`config.mk`:
```
export PLATFORM = sky130hd
export DESIGN_NAME = sns_norm
export DESIGN_NICKNAME = d
export VERILOG_FILES = /design/src/design/sns_pkg.sv /design/src/design/sns_norm.sv
export SDC_FILE = /design/constraint.sdc
export NUM_CORES = 2
export LEC_CHECK = 0
export BUFFER_PORTS_ARGS = -buffer_cell sky130_fd_sc_hd__buf_4
export CAP_MARGIN = 20
export CORE_MARGIN = 1
export CORE_UTILIZATION = 40
export CTS_CLUSTER_SIZE = 20
export DETAILED_ROUTE_END_ITERATION = 6
export GPL_TIMING_DRIVEN = 0
export SYNTH_ARGS = -nofsm -noshare
export SYNTH_HDL_FRONTEND = slang
export SYNTH_SLANG_ARGS = --single-unit
```
`constraint.sdc`:
```
create_clock -name clk -period 12.6 [get_ports clk]
set_input_delay 1.89 -clock clk [delete_from_list [all_inputs] [get_ports clk]]
set_output_delay 1.89 -clock clk [all_outputs]
set_load 0.005 [all_outputs]
```
`src/design/sns_pkg.sv`:
```
// Shared constants, register codes and the quarter-wave sine table
// for the sine-series solid noise pipeline. No dependencies.
`timescale 1ns / 1ps
package sns_pkg;

	localparam int SINE_TABLE_DEPTH = 1024;
	localparam int TAB_BITS         = $clog2(SINE_TABLE_DEPTH);
	localparam int QTR_BITS         = TAB_BITS - 2;
	localparam int QTR_DEPTH        = SINE_TABLE_DEPTH / 4;
	localparam int PIPE_DEPTH       = 19;

	localparam logic [37:0] TURN_K      = 38'd174992710548;
	localparam logic [37:0] TURN_K_D135 = 38'd129624230035;
	localparam logic [15:0] INV_117     = 16'd56014;
	localparam logic [20:0] NORM_NUM    = 21'd1601613;
	localparam logic [23:0] NORM_DIV    = 24'd10218313;
	localparam logic [63:0] NORM_RECIP_W = (64'd1 << 40) / 64'd10218313;
	localparam logic [16:0] NORM_RECIP  = NORM_RECIP_W[16:0];
	localparam logic [63:0] NORM_ROUND_W = 64'd10218313 << 14;
	localparam logic [37:0] NORM_ROUND  = NORM_ROUND_W[37:0];

	typedef enum logic {
		REG_FREQUENCY  = 1'b0,
		REG_PHASE_GAIN = 1'b1
	} cfg_reg_t;

	typedef logic [14:0] qsin_t;
	typedef qsin_t qsin_tab_t [QTR_DEPTH+1];

	function automatic qsin_tab_t build_qsin();
		qsin_tab_t tab;
		logic [63:0] t, x, x2, acc, mag;
		for (int k = 0; k <= QTR_DEPTH; k++) begin
			t   = 64'(k) << (30 - QTR_BITS);
			x   = (t * 64'd1686629713) >> 30;
			x2  = (x * x) >> 30;
			acc = 64'd1073741824 - x2 / 64'd72;
			acc = 64'd1073741824 - ((x2 * acc) >> 30) / 64'd42;
			acc = 64'd1073741824 - ((x2 * acc) >> 30) / 64'd20;
			acc = 64'd1073741824 - ((x2 * acc) >> 30) / 64'd6;
			mag = (((x * acc) >> 30) + 64'd16384) >> 15;
			if (mag > 64'd32767) begin
				mag = 64'd32767;
			end
			tab[k] = mag[14:0];
		end
		return tab;
	endfunction

	localparam qsin_tab_t QSIN_TAB = build_qsin();

endpackage

```
`src/design/sns_norm.sv`:
```
// Maps the signed triple product onto unsigned Q0.16, five stages,
// constant division by reciprocal multiply plus one correction. Depends on sns_pkg.
`timescale 1ns / 1ps
module sns_norm import sns_pkg::*; (
	input  logic               clk,
	input  logic               en,
	input  logic signed [50:0] prod,
	output logic        [15:0] res
);
	logic [50:0] absv_c;
	logic [56:0] num_c, num_s15;
	logic [57:0] rsum_c;
	logic [42:0] m_s16, m_s17;
	logic [59:0] qm_c;
	logic [19:0] q0_s17, q_s18;
	logic [43:0] qd_c, rem_c;
	logic        neg_s15, neg_s16, neg_s17, neg_s18;
	logic [16:0] qc_c;
	logic signed [18:0] r_c;

	assign absv_c = prod[50] ? 51'(-prod) : prod;
	assign num_c  = absv_c[50:15] * NORM_NUM;
	assign rsum_c = {1'b0, num_s15} + {20'b0, NORM_ROUND};
	assign qm_c   = m_s16 * NORM_RECIP;
	assign qd_c   = q0_s17 * NORM_DIV;
	assign rem_c  = {1'b0, m_s17} - qd_c;
	assign qc_c   = (q_s18 > 20'd65536) ? 17'd65536 : q_s18[16:0];
	assign r_c    = neg_s18 ? (19'sd32768 - $signed({2'b0, qc_c}))
		: (19'sd32768 + $signed({2'b0, qc_c}));

	always_ff @(posedge clk) begin
		if (en) begin
			num_s15 <= num_c;
			neg_s15 <= prod[50];
			m_s16   <= rsum_c[57:15];
			neg_s16 <= neg_s15;
			m_s17   <= m_s16;
			q0_s17  <= qm_c[59:40];
			neg_s17 <= neg_s16;
			q_s18   <= q0_s17 + 20'(rem_c >= {20'b0, NORM_DIV});
			neg_s18 <= neg_s17;
			if (r_c < 0) begin
				res <= 16'd0;
			end else if (r_c > 19'sd65535) begin
				res <= 16'hFFFF;
			end else begin
				res <= r_c[15:0];
			end
		end
	end
endmodule

```
; ---- Word-level counts from Yosys, hierarchy flattened
; Index checks and enable logic that the tools add are counted.
[op_classes]
addsub = 6
mul = 3
div = 0
n_lt_le_gt_ge = 4
n_eq_ne = 0
n_shift = 0
n_mux = 4
n_bitwise = 0
n_reduce_logical = 0
[ops]
columns = op, count
row1 = $mul A43 B16 Y59 const B, 1
row2 = $add A57 B38 Y58 const B, 1
row3 = $mul A36 B21 Y57 const B, 1
row4 = $mux W51, 1
row5 = $neg A51 Y51, 1
row6 = $ge A44 B24 Y1 const B, 1
row7 = $mul A20 B24 Y44 const B, 1
row8 = $sub A43 B44 Y44, 1
row9 = $add A20 B1 Y20, 1
row10 = $gt A20 B17 Y1 const B, 1
row11 = $gt A19 B17 Y1 const B, 1
row12 = $lt A19 B1 Y1 const B, 1
row13 = $mux W19, 1
row14 = $add A16 B17 Y18 const A, 1
row15 = $sub A16 B17 Y18 const A, 1
row16 = $mux W17, 1
row17 = $mux W16, 1
[word_totals]
reg_bits = 203
latchBits = 0
ramBits = 0
mem_bits_ro = 0
in_bits = 53
out_inout_bits = 16
word_cells = 27
memories = 0

; ---- Depth between registers and ports, before layout
[depth]
word_depth = 6
depth_mapped = 35
depth_no_buf = 34

; ---- Least setup slack after synthesis
; Ideal clock, no wire load.
[synth_timing]
kind = input to register
start = input port prod[2]
end = register num_s15[53] (data pin)
setup_ps = 258
arrival_time_ps = 10808
t_required_ps = 12342
path_slack_ps = 1534
path_stages = 31
path_cell_list = or4_4 > nor4_4 > nand4_2 > nor4_4 > nand3b_2 > or4_4 > or3_1 > or3_1 > or2_1 > buf_6 > nor4_1 > ha_1 > ha_1 > fa_1 > inv_1 > fa_1 > inv_1 > fa_1 > fa_1 > ha_1 > a21o_1 > a21o_1 > a2111oi_0 > o41ai_1 > a21o_1 > a21o_1 > nand3_1 > o21ai_1 > or4b_1 > a31oi_1 > xnor2_1
[synth_between]
elab_chain_len = 3
[synth_lines]
columns = item, line
row1 = "start, declared", sns_norm.sv:7  ; input logic signed [50:0] prod,
row2 = $neg A51 Y51, sns_norm.sv:21  ; assign absv_c = prod[50] ? 51'(-prod) : prod;
row3 = $mux W51, sns_norm.sv:21
row4 = $mul A36 B21 Y57, sns_norm.sv:22  ; assign num_c = absv_c[50:15] * NORM_NUM;
row5 = via num_c[53], sns_norm.sv:11  ; logic [56:0] num_c, num_s15;
row6 = "end signal, assigned", sns_norm.sv:33  ; num_s15 <= num_c;
row7 = "end, declared", sns_norm.sv:11
; The timed path passes the listed nets, and every way through them passes these cells.
; A chain may end at the register's enable or synchronous reset.

; ---- Worst setup path after layout
[layout_timing]
start = input port prod[5]
end = register num_s15[53] (data pin)
; The elaborated chain is that of the path after synthesis.

==> run summary <==
=================================================================================
Area inside the core boundary                                        0.09856 sq mm
Nets@finish                                                                  5446
WP buf/inv                                                                      4
Final antenna diode count                                                       0
# rows                                                                        115
Routed Wire Length                                                       83050 um
Flop2flop setup slack                                                     2.21 ns
Global-route met1 utilization                                              23.07%
Clock Sinks                                                                   189
Fraction of the cycle the final worst path needs                           89.49%
GR Layer Usage met3                                                        1.739%
Share of cells above drive strength 1                                      3.552%
Fraction of synthesis flops using an asynchronous set or reset pin             0%
Final global-route overflow total                                               0
Fraction of the yosys area taken by sequential cells                       14.22%
Total count of max-transition violations in the final report                    0
Die Height                                                               317.9 um
Slowest library cell on the worst path                                     xor2_1
Worst path depth                                                               33
Final Skew                                                             0.01245 ns
Startpoint of the worst-slack reg-to-reg timing path                    q0_s17[9]
Initial cell density of the core                                           40.51%
Number of nets in the synthesized netlist                                    5352
Signal arrival time at the worst endpoint                                11.51 ns
Number of max-capacitance violations reported                                   0
Setup repair after global routing missed its margin                            no
DR vias/cell                                                                4.905
Synthesis-to-layout area growth                                            6.976%
Root buffer selected by CTS                                             clkbuf_16
Flops & latches, synth                                                        189
Number of setup buffers added after CTS                                         0
Worst hold path startpoint                                                neg_s15
Antenna violations before repair                                                0
Post-DR wirelength/cell                                                  15.89 um
Path type of the worst min-delay path                                  reg -> reg
Run status                                                           finished, final reports clean
Hold depth                                                                      0
Critical path start-end classification                                  in -> reg
Data required, critical path                                             12.84 ns
Most used cells in the layout excluding fill and tap cells           inv_1 (980), ha_1 (843), fa_1 (621), edfxtp_1 (189), xnor2_1 (144)
TritonCTS clock tree                                                         done
Largest net degree at the start of global routing                             101
Final hold violation count                                                      0
Ys flop type                                                             edfxtp_1
Port Buf Inserts                                                               68
Leading cell type in the layout, fill and taps excluded                     inv_1
Total of warnings raised by yosys                                               0
WHS                                                                     0.4318 ns
FF-to-FF path depth                                                            32
Type of destination of the critical path                                flip-flop
Yosys cell types                                                               76
Global-route wire length before repair                                  138900 um
Final critical-path required period                                      11.28 ns
Number of flops mapped to enable cells by yosys                               189
Router iterations before antenna repair                                         5
GRT Resource Usage Total                                                   17.05%
Syn Std Cell Area                                                    0.03992 sq mm
Avg Synthesized Cell Area                                             10.41 sq um
Number of buffers created by CTS                                               17
# H-tree levels                                                                 4
Fmax                                                                    88.69 MHz
Least-Margin Pin Slew                                                    1.136 ns
Summed negative setup slack over all endpoints                               0 ns
Clock insertion delay at the later pin of the skew report                 0.48 ns
Number of buffers inserted by hold repair at cts                                0
Remaining routing DRC violations                                                0
Met2 demand-to-capacity share in global routing                            29.50%
Worst path top cell family by delay                                  simple AND/OR/NAND/NOR gates
Routed via count                                                            25650
Cells after synthesis                                                        3835
Global-route layer with the greatest usage                                   met2
First element of the critical path                                        prod[5]
X dimension of the die                                                   317.9 um
HPWL after DPL                                                           73920 um
Placed cell count                                                            5195
Largest stage delay on the critical path                                  0.79 ns
Number of global-route vias before repair                                   27160
Worst-case clock buffer depth                                                   2
Maximum fanout encountered on the critical timing path                          7
Setup-failing EPs final                                                         0
Kind of launch point of the worst setup path                            input pin
Clock-pin slew on the worst setup and hold paths                          0.08 ns
Die area                                                             0.1011 sq mm
RePlAce Congestion                                                         0.9191
Final Instance Count excl. Fillers                                           5228
Number of gates given a new drive strength after cts                            0
Max_slew headroom                                                          23.75%
ANT nets after route                                                            0
IO Count                                                                       69
First DRT Iteration DRCs                                                     1093
=================================================================================
==> layout make-up <==
class,count,area (sq um)
fill,9533,55850
clock inverter,14,152.6
buffer,37,147.6
tap,1287,1610
multi-input combinational,2629,30430
timing repair buffer,75,590.6
clock buffer,17,425.4
inverter,980,3679
sequential,189,5675
==> kinds of logic after synthesis <==
family / after synthesis / synth area share, %
simple gates: 466 / 5.889
compound gates: 481 / 7.942
xor+xnor: 211 / 4.629
fa+ha+maj: 1464 / 57.56
flops: 189 / 14.22
mux: 7 / 0.1818
buf+inv: 1017 / 9.584
==> worst register-to-register path: cells and delay by family, from the launching register on <==
family,cells,cell delay (ns)
adders and majority gates,9,4.22
buffers and inverters,5,0.67
AOI/OAI and AO/OA,9,2.45
muxes,1,0.22
DFF,1,0.79
and+or+nand+nor,7,1.68
xor gates and xnor gates,1,0.15
==> state kept, by name, summed over array words and instances (netlist names) <==
signal / flops
m_s16: 43
m_s17: 43
neg_s15: 1
neg_s16: 1
neg_s17: 1
neg_s18: 1
num_s15: 43
q0_s17: 20
q_s18: 20
res: 16
==> metal layers <==
layer	vias up	wire length, um
met2	344	39910
met1	12540	39560
met5	-	0
met4	0	1199
met3	65	2384
li1	12700	-
==> synthesized netlist by cell type, types with 13 or more instances <==
cell,number,area [sq um]
nor3_1,32,160.2
fa_1,621,12430
a31oi_1,16,100.1
xnor2_1,144,1261
nand4_1,33,206.5
edfxtp_1,189,5675
nand2b_1,23,143.9
o21bai_1,13,97.59
or3_1,13,81.33
nand2_1,129,484.2
and3_1,23,143.9
inv_1,980,3679
ha_1,843,10550
clkbuf_1,34,127.6
nand3_1,43,215.2
o21ai_0,87,435.4
nor2_1,100,375.4
a21oi_1,142,710.7
o211ai_1,19,142.6
xor2_1,67,586.8
a21o_1,74,555.5
==> per-stage QoR <==
step	cell area [sq um]	util [%]	setup slack, ns
after detailed placement	42120	42.73	0.7571
after floorplan	39920	-	1.534
after global placement	42040	42.66	-0.02494
final	42710	43.33	1.325
after CTS	42690	43.32	1.289
after global routing	42710	43.33	0.7158
==> worst paths after layout <==
check                                    to
worst min-delay path                neg_s16
worst min register to register      neg_s16
worst max-delay path            num_s15[53]
worst max register to register    q_s18[19]
Power is not shown: default switching activity piles up to over one toggle a cycle in this logic, so the estimate is an artifact.
