File: src/design/sns_pkg.sv
// Shared constants, register codes and the quarter-wave sine table
// for the sine-series solid noise pipeline. No dependencies.
`timescale 1ns / 1ps
package sns_pkg;

	localparam int SINE_TABLE_DEPTH = 1024;
	localparam int TAB_BITS         = $clog2(SINE_TABLE_DEPTH);
	localparam int QTR_BITS         = TAB_BITS - 2;
	localparam int QTR_DEPTH        = SINE_TABLE_DEPTH / 4;
	localparam int PIPE_DEPTH       = 19;

	localparam logic [37:0] TURN_K      = 38'd174992710548;
	localparam logic [37:0] TURN_K_D135 = 38'd129624230035;
	localparam logic [15:0] INV_117     = 16'd56014;
	localparam logic [20:0] NORM_NUM    = 21'd1601613;
	localparam logic [23:0] NORM_DIV    = 24'd10218313;
	localparam logic [63:0] NORM_RECIP_W = (64'd1 << 40) / 64'd10218313;
	localparam logic [16:0] NORM_RECIP  = NORM_RECIP_W[16:0];
	localparam logic [63:0] NORM_ROUND_W = 64'd10218313 << 14;
	localparam logic [37:0] NORM_ROUND  = NORM_ROUND_W[37:0];

	typedef enum logic {
		REG_FREQUENCY  = 1'b0,
		REG_PHASE_GAIN = 1'b1
	} cfg_reg_t;

	typedef logic [14:0] qsin_t;
	typedef qsin_t qsin_tab_t [QTR_DEPTH+1];

	function automatic qsin_tab_t build_qsin();
		qsin_tab_t tab;
		logic [63:0] t, x, x2, acc, mag;
		for (int k = 0; k <= QTR_DEPTH; k++) begin
			t   = 64'(k) << (30 - QTR_BITS);
			x   = (t * 64'd1686629713) >> 30;
			x2  = (x * x) >> 30;
			acc = 64'd1073741824 - x2 / 64'd72;
			acc = 64'd1073741824 - ((x2 * acc) >> 30) / 64'd42;
			acc = 64'd1073741824 - ((x2 * acc) >> 30) / 64'd20;
			acc = 64'd1073741824 - ((x2 * acc) >> 30) / 64'd6;
			mag = (((x * acc) >> 30) + 64'd16384) >> 15;
			if (mag > 64'd32767) begin
				mag = 64'd32767;
			end
			tab[k] = mag[14:0];
		end
		return tab;
	endfunction

	localparam qsin_tab_t QSIN_TAB = build_qsin();

endpackage

File: src/design/sns_turn.sv
// Radians-to-turns converter: floor(a*k/2^40) mod 2^32, three stages.
// Depends on sns_pkg.
`timescale 1ns / 1ps
module sns_turn import sns_pkg::*; (
	input  logic               clk,
	input  logic               en,
	input  logic signed [47:0] a,
	input  logic        [37:0] k,
	output logic        [31:0] turn
);
	logic        [42:0] p_ll_c, p_lh_c;
	logic signed [43:0] p_hl_c, p_hh_c;
	logic        [42:0] p_ll_s1, p_lh_s1;
	logic signed [43:0] p_hl_s1, p_hh_s1;
	logic        [42:0] p_ll_s2;
	logic signed [43:0] p_hh_s2;
	logic signed [49:0] mid_c, mid_s2;
	logic        [71:0] total_c;

	assign p_ll_c = a[23:0] * k[18:0];
	assign p_lh_c = a[23:0] * k[37:19];
	assign p_hl_c = $signed(a[47:24]) * $signed({1'b0, k[18:0]});
	assign p_hh_c = $signed(a[47:24]) * $signed({1'b0, k[37:19]});

	assign mid_c = $signed({p_hl_s1[43], p_hl_s1, 5'b0}) + $signed({7'b0, p_lh_s1});

	assign total_c = {p_hh_s2[28:0], 43'b0} + {{3{mid_s2[49]}}, mid_s2, 19'b0}
		+ {29'b0, p_ll_s2};

	always_ff @(posedge clk) begin
		if (en) begin
			p_ll_s1 <= p_ll_c;
			p_lh_s1 <= p_lh_c;
			p_hl_s1 <= p_hl_c;
			p_hh_s1 <= p_hh_c;
			p_ll_s2 <= p_ll_s1;
			p_hh_s2 <= p_hh_s1;
			mid_s2  <= mid_c;
			turn    <= total_c[71:40];
		end
	end
endmodule

File: config.mk
export PLATFORM = sky130hd
export DESIGN_NAME = sns_turn
export DESIGN_NICKNAME = d
export VERILOG_FILES = /design/src/design/sns_pkg.sv /design/src/design/sns_turn.sv
export SDC_FILE = /design/constraint.sdc
export NUM_CORES = 2
export LEC_CHECK = 0
export BUFFER_PORTS_ARGS = -buffer_cell sky130_fd_sc_hd__buf_2
export CAP_MARGIN = 20
export CORE_ASPECT_RATIO = 2
export CORE_MARGIN = 5
export CORE_UTILIZATION = 65
export CTS_CLUSTER_DIAMETER = 200
export DETAILED_ROUTE_END_ITERATION = 8
export HOLD_SLACK_MARGIN = 0.1
export PLACE_DENSITY_LB_ADDON = 0.3
export SYNTH_ARGS = -nofsm -noshare
export SYNTH_HDL_FRONTEND = slang
export SYNTH_SLANG_ARGS = --single-unit
File: constraint.sdc
create_clock -name clk -period 20.5 [get_ports clk]
set_input_delay 4.1 -clock clk [delete_from_list [all_inputs] [get_ports clk]]
set_output_delay 4.1 -clock clk [all_outputs]
set_load 0.1 [all_outputs]
### After elaboration in Yosys (flattened, before gate mapping)

Cells that the tools add are included.

| storage, ports and cells | value |
|---|---|
| input port bits | 88 |
| word-level logic and storage cells | 15 |
| register bits | 313 |

| operators by class | value |
|---|---|
| add/subtract/negate cells | 3 |
| multipliers | 4 |

Operators by type and width:

| cell | number |
|---|---|
| multiplier 24 x 19 -> 43 bit | 2 |
| adder 72 x 43 -> 72 bit | 1 |
| adder 72 bit | 1 |
| adder 49 x 44 -> 50 bit | 1 |
| multiplier 24 x 20 -> 44 bit | 1 |
| multiplier 24 x 20 -> 29 bit | 1 |

### Logic depth before layout (Yosys ltp)

| depth | value |
|---|---|
| word-level depth | 2 |
| depth in mapped cells | 29 |
| gate-level depth less buffers | 27 |

### Worst setup path after synthesis

Ideal clock, no wire load.

| timing path | value |
|---|---|
| kind | input -> register |
| from | input a[31] |
| to | register p_hl_s1[42] (data pin) |
| slack | 9.773 ns |
| arrival time | 10.467 ns |
| buffers on the path | 2 |
| cell stages on the path | 26 |
| path through | clkbuf_1 -> clkbuf_1 -> and2_1 -> fa_1 -> inv_1 -> fa_1 -> fa_1 -> fa_1 -> inv_1 -> fa_1 -> fa_1 -> inv_1 -> fa_1 -> inv_1 -> ha_1 -> a21o_1 -> a21o_1 -> a21oi_1 -> nor2_1 -> a221o_1 -> a31o_4 -> a311oi_4 -> o31ai_2 -> a221oi_4 -> o21ai_2 -> xor2_1 |

| between the ends | value |
|---|---|
| longest elaborated chain between the ends | 1 |

RTL lines:

| item | line | text |
|---|---|---|
| start: declaration | sns_turn.sv:7 | `input logic signed [47:0] a,` |
| multiplier 24 x 20 -> 44 bit | sns_turn.sv:22 | `assign p_hl_c = $signed(a[47:24]) * $signed({1'b0, k[18:0]});` |
| via p_hl_c[42] | sns_turn.sv:12 | `logic signed [43:0] p_hl_c, p_hh_c;` |
| end signal: assignment | sns_turn.sv:34 | `p_hl_s1 <= p_hl_c;` |
| end: declaration | sns_turn.sv:14 | `logic signed [43:0] p_hl_s1, p_hh_s1;` |

The timed path passes the listed nets, and every way through them passes these cells.
A chain may end at the register's enable or synchronous reset.

### Final worst setup path

| timing path | value |
|---|---|
| from | input k[2] |
| to | register p_hl_s1[34] (data pin) |

| between the ends | value |
|---|---|
| longest elaborated chain between the ends | 1 |

RTL lines:

| item | line | text |
|---|---|---|
| start: declaration | sns_turn.sv:8 | `input logic [37:0] k,` |
| multiplier 24 x 20 -> 44 bit | sns_turn.sv:22 |  |
| via p_hl_c[34] | sns_turn.sv:12 |  |

The timed path passes the listed nets, and every way through them passes these cells.

==> metrics.log <==
INFO  metric synth.area.top_cells = fa_1 (44%), edfxtp_1 (12%), ha_1 (9.9%)
INFO  metric gpl.final_weighted_congestion = 0.957
INFO  metric nNetsFinal = 9271
INFO  metric unrepaired_setup_endpoints_after_global_routing = no
INFO  metric wirelength = 195000 um
INFO  metric route.detailed.drc = 0
INFO  metric number_of_flops_mapped_to_enable_cells_by_yosys = 275
INFO  metric ctsHtreeMaxLevel = 1
INFO  metric setup.worst_path.class = in2reg
INFO  metric grt_max_degree = 83
INFO  metric io_pins = 120
INFO  metric yosysSeqAreaShare = 12.0%
INFO  metric critical_path_fanouts_max = 48
INFO  metric synth_area_leader_cell = fa_1
INFO  metric grt.total_usage = 36.0%
INFO  metric ctsRootBufferMaster = clkbuf_16
INFO  metric unique_masters_post_synth = 76
INFO  metric rows = 168
INFO  metric grt_pass1_wl = 308000 um
INFO  metric finalSetupViolations = 0
INFO  metric grt.overflow.total = 0
INFO  metric vias_per_cell = 5.93
INFO  metric synth-main-ff-cell = edfxtp_1
INFO  metric clock_sinks = 275
INFO  metric die-height = 470 um
INFO  metric critical_path.most_common_cell = fa_1
INFO  metric cap_violations = 0
INFO  metric crit_path_top_delay_cell = xor2_1
INFO  metric detailed_place.area = 70300 um^2
INFO  metric min_path_type = reg2reg
INFO  metric design.die.area = 113000 um^2
INFO  metric drive_above_1_share = 3.87%
INFO  metric initial_core_util = 65.5%
INFO  metric transition_at_the_pin_with_the_smallest_max_transition_slack = 1190 ps
INFO  metric final-hold-violation-count = 0
INFO  metric finalMaxSlewViolations = 0
INFO  metric drt-pass1-iter-count = 7
INFO  metric status = finished, final reports clean
INFO  metric setup.worst_path.start_class = primary input
INFO  metric path_clk_slew = 70 ps
INFO  metric antenna_found_initial = 17
INFO  metric synthCells = 7258
INFO  metric yosys_register_bits = 275
INFO  metric port-buffer-count = 119
INFO  metric cts_buffer_depth = 3
INFO  metric syn-mean-instance-area = 9.46 um^2
INFO  metric initialDrtViolationCount = 3117
INFO  metric fin_area = 71300 um^2
INFO  metric final_antenna_net_count = 0
INFO  metric synthToLayoutAreaGrowth = 3.82%
INFO  metric crit_path_max_incr_delay = 800 ps
INFO  metric wl_per_cell = 22.9 um
INFO  metric worst_ep_arrival_time = 11620 ps
INFO  metric chipWidth = 240 um
INFO  metric dp.final_hpwl = 145000 um
INFO  metric final-instance-count-excl-fill = 8530
INFO  metric worstSetupStartpoint = k[2]
INFO  metric max_freq = 88.5 MHz
INFO  metric layout_min_cycle_time = 11300 ps
INFO  metric critical_path.cell_chain = buf_2 -> nand2_1 -> inv_1 -> fa_1 -> fa_1 -> inv_1 -> fa_1 -> inv_1 -> fa_1 -> fa_1 -> fa_1 -> inv_1 -> fa_1 -> inv_1 -> ha_1 -> a21o_1 -> a21oi_1 -> nor2b_1 -> a311oi_4 -> o31ai_2 -> xor2_1
INFO  metric yosys_warnings = 0
INFO  metric core = 105000 um^2
INFO  metric cts.repair_timing.setup_buffer_count = 0
INFO  metric worst_clock_skew = 55.7 ps
INFO  metric dpl.cell_count = 8464
INFO  metric cts_resized = 0
INFO  metric finished_core_util = 68.0%
INFO  metric cts_buffers = 28
INFO  metric tritoncts = done
INFO  metric grt_pass1_vias = 57700
INFO  metric detailroute.via_count = 50600
INFO  metric synth_top_area_share = 43.8%
INFO  metric critPathBufInv = 6
INFO  metric insertion_delay = 670 ps
INFO  metric mappedNetlistNets = 9395
INFO  metric synthesis.area = 68700 um^2
INFO  metric fin_crit_sh = 55.1%
INFO  metric setup.worst_path.end_class = flip-flop
INFO  metric worst_r2r_startpoint = p_ll_s2[20]
INFO  metric setup_tns = 0 ps
INFO  metric timing.slew.headroom = 19.7%
INFO  metric worst_hold_startpoint = p_hh_s1[4]
INFO  metric timing.critical_path.max_delay_family = adder cells
INFO  metric critical_path_required = 20820 ps
INFO  metric synth_async_sr_flop_share = 0%
INFO  metric cts_hold_repair_buffers = 0
final cells by class:
| class | instances | area (um^2) |
|---|---|---|
| diodes | 14 | 35.0 |
| inverters | 1747 | 6560 |
| repair buffers | 208 | 1270 |
| flip-flops and latches | 275 | 8260 |
| clock inverters | 22 | 268 |
| well taps | 1360 | 1700 |
| fillers | 8114 | 33600 |
| multi-input cells | 4874 | 52500 |
| clock buffers | 30 | 708 |
worst register-to-register path: stages, from the launching register on:
cell	delay [ps]
edfxtp_1	550
ha_1	360
a31o_2	170
a211oi_1	80
o21ai_0	170
a22oi_1	150
o31ai_1	760
nand4_1	550
o311ai_2	800
a31oi_1	380
o211ai_1	380
nor3b_1	250
a211oi_1	70
registers in the layout, indices dropped and copies added, names as in the netlist:
| register | cells |
|---|---|
| p_ll_s1 | 24 |
| p_ll_s2 | 24 |
| p_hh_s2 | 29 |
| p_hl_s1 | 44 |
| turn | 32 |
| p_hh_s1 | 29 |
| p_lh_s1 | 43 |
| mid_s2 | 50 |
synth_stat cells, drive strengths merged (4+ instances only):
master      n
inv      1747
fa       1503
nand2    1057
and2      755
ha        546
clkbuf    361
edfxtp    275
xnor2     166
a21oi     151
a21o      100
nor2       97
o21ai      85
xor2       68
nand3      31
o21a       31
nor2b      30
nor3       28
o21bai     24
nand2b     23
a31oi      19
and3       19
nand4      19
a211oi     12
o211ai     10
a311oi      8
a2111oi     7
a31o        7
a211o       6
nor4        6
a21boi      5
and4        4
o31ai       4
o41ai       4
per-stage QoR:
step | setup slack, ps | hold slack, ps
after CTS | 9380 | 415
after floorplan | 9770 | 400
final | 9200 | 413
after global placement | 8890 | 401
after global routing | 8990 | 419
after detailed placement | 8690 | 405
per-layer routing:
layer  track usage (%)  share of wire [%]
met1              36.7                 30
met2              61.8                 50
met3              6.29                7.6
met4              32.7                 12
met5                 0              0.072
logic make-up (layout without fill, tap and decap cells):
kind of cell	Yosys count	in the layout	synth area share (%)
AO/OA/AOI/OAI	506	506	4.97
multiplexers	1	1	0.0146
buffers and inverters	2109	2007	11.5
XOR/XNOR	234	234	2.98
adder cells (fa/ha/maj)	2049	2049	53.8
flip-flops	275	275	12.0
other	0	14	0
AND/OR/NAND/NOR	2084	2084	14.7
final timing paths:
path	end	slack (ps)	depth (start not counted)
setup / recovery	p_hl_s1[34]	9200	21
hold / removal	p_hh_s2[4]	410	0
setup reg to reg	turn[31]	15610	12
hold reg to reg	p_hh_s2[4]	410	0
cells in the final DEF, fill, tap and decap left out, types with 14 or more instances in the layout:
master	netlist	routed
nor2_1	97	97
nor3_1	28	28
a21oi_1	148	148
clkbuf_16	0	28
o21bai_1	24	24
o21a_1	31	31
nand2b_1	23	23
and3_1	19	19
diode_2	0	14
nor2b_1	30	30
a21o_1	100	100
nand3_1	31	31
and2_1	755	755
inv_1	1747	1747
xnor2_1	166	166
a31oi_1	19	19
nand2_1	1057	1057
xor2_1	68	68
ha_1	546	546
fa_1	1503	1503
buf_4	0	89
edfxtp_1	275	275
nand4_1	19	19
o21ai_0	80	80
buf_2	0	118
Power is left out: the tool's default activity adds up to more than one toggle a clock period on the data nets, which glitch-free logic cannot reach.
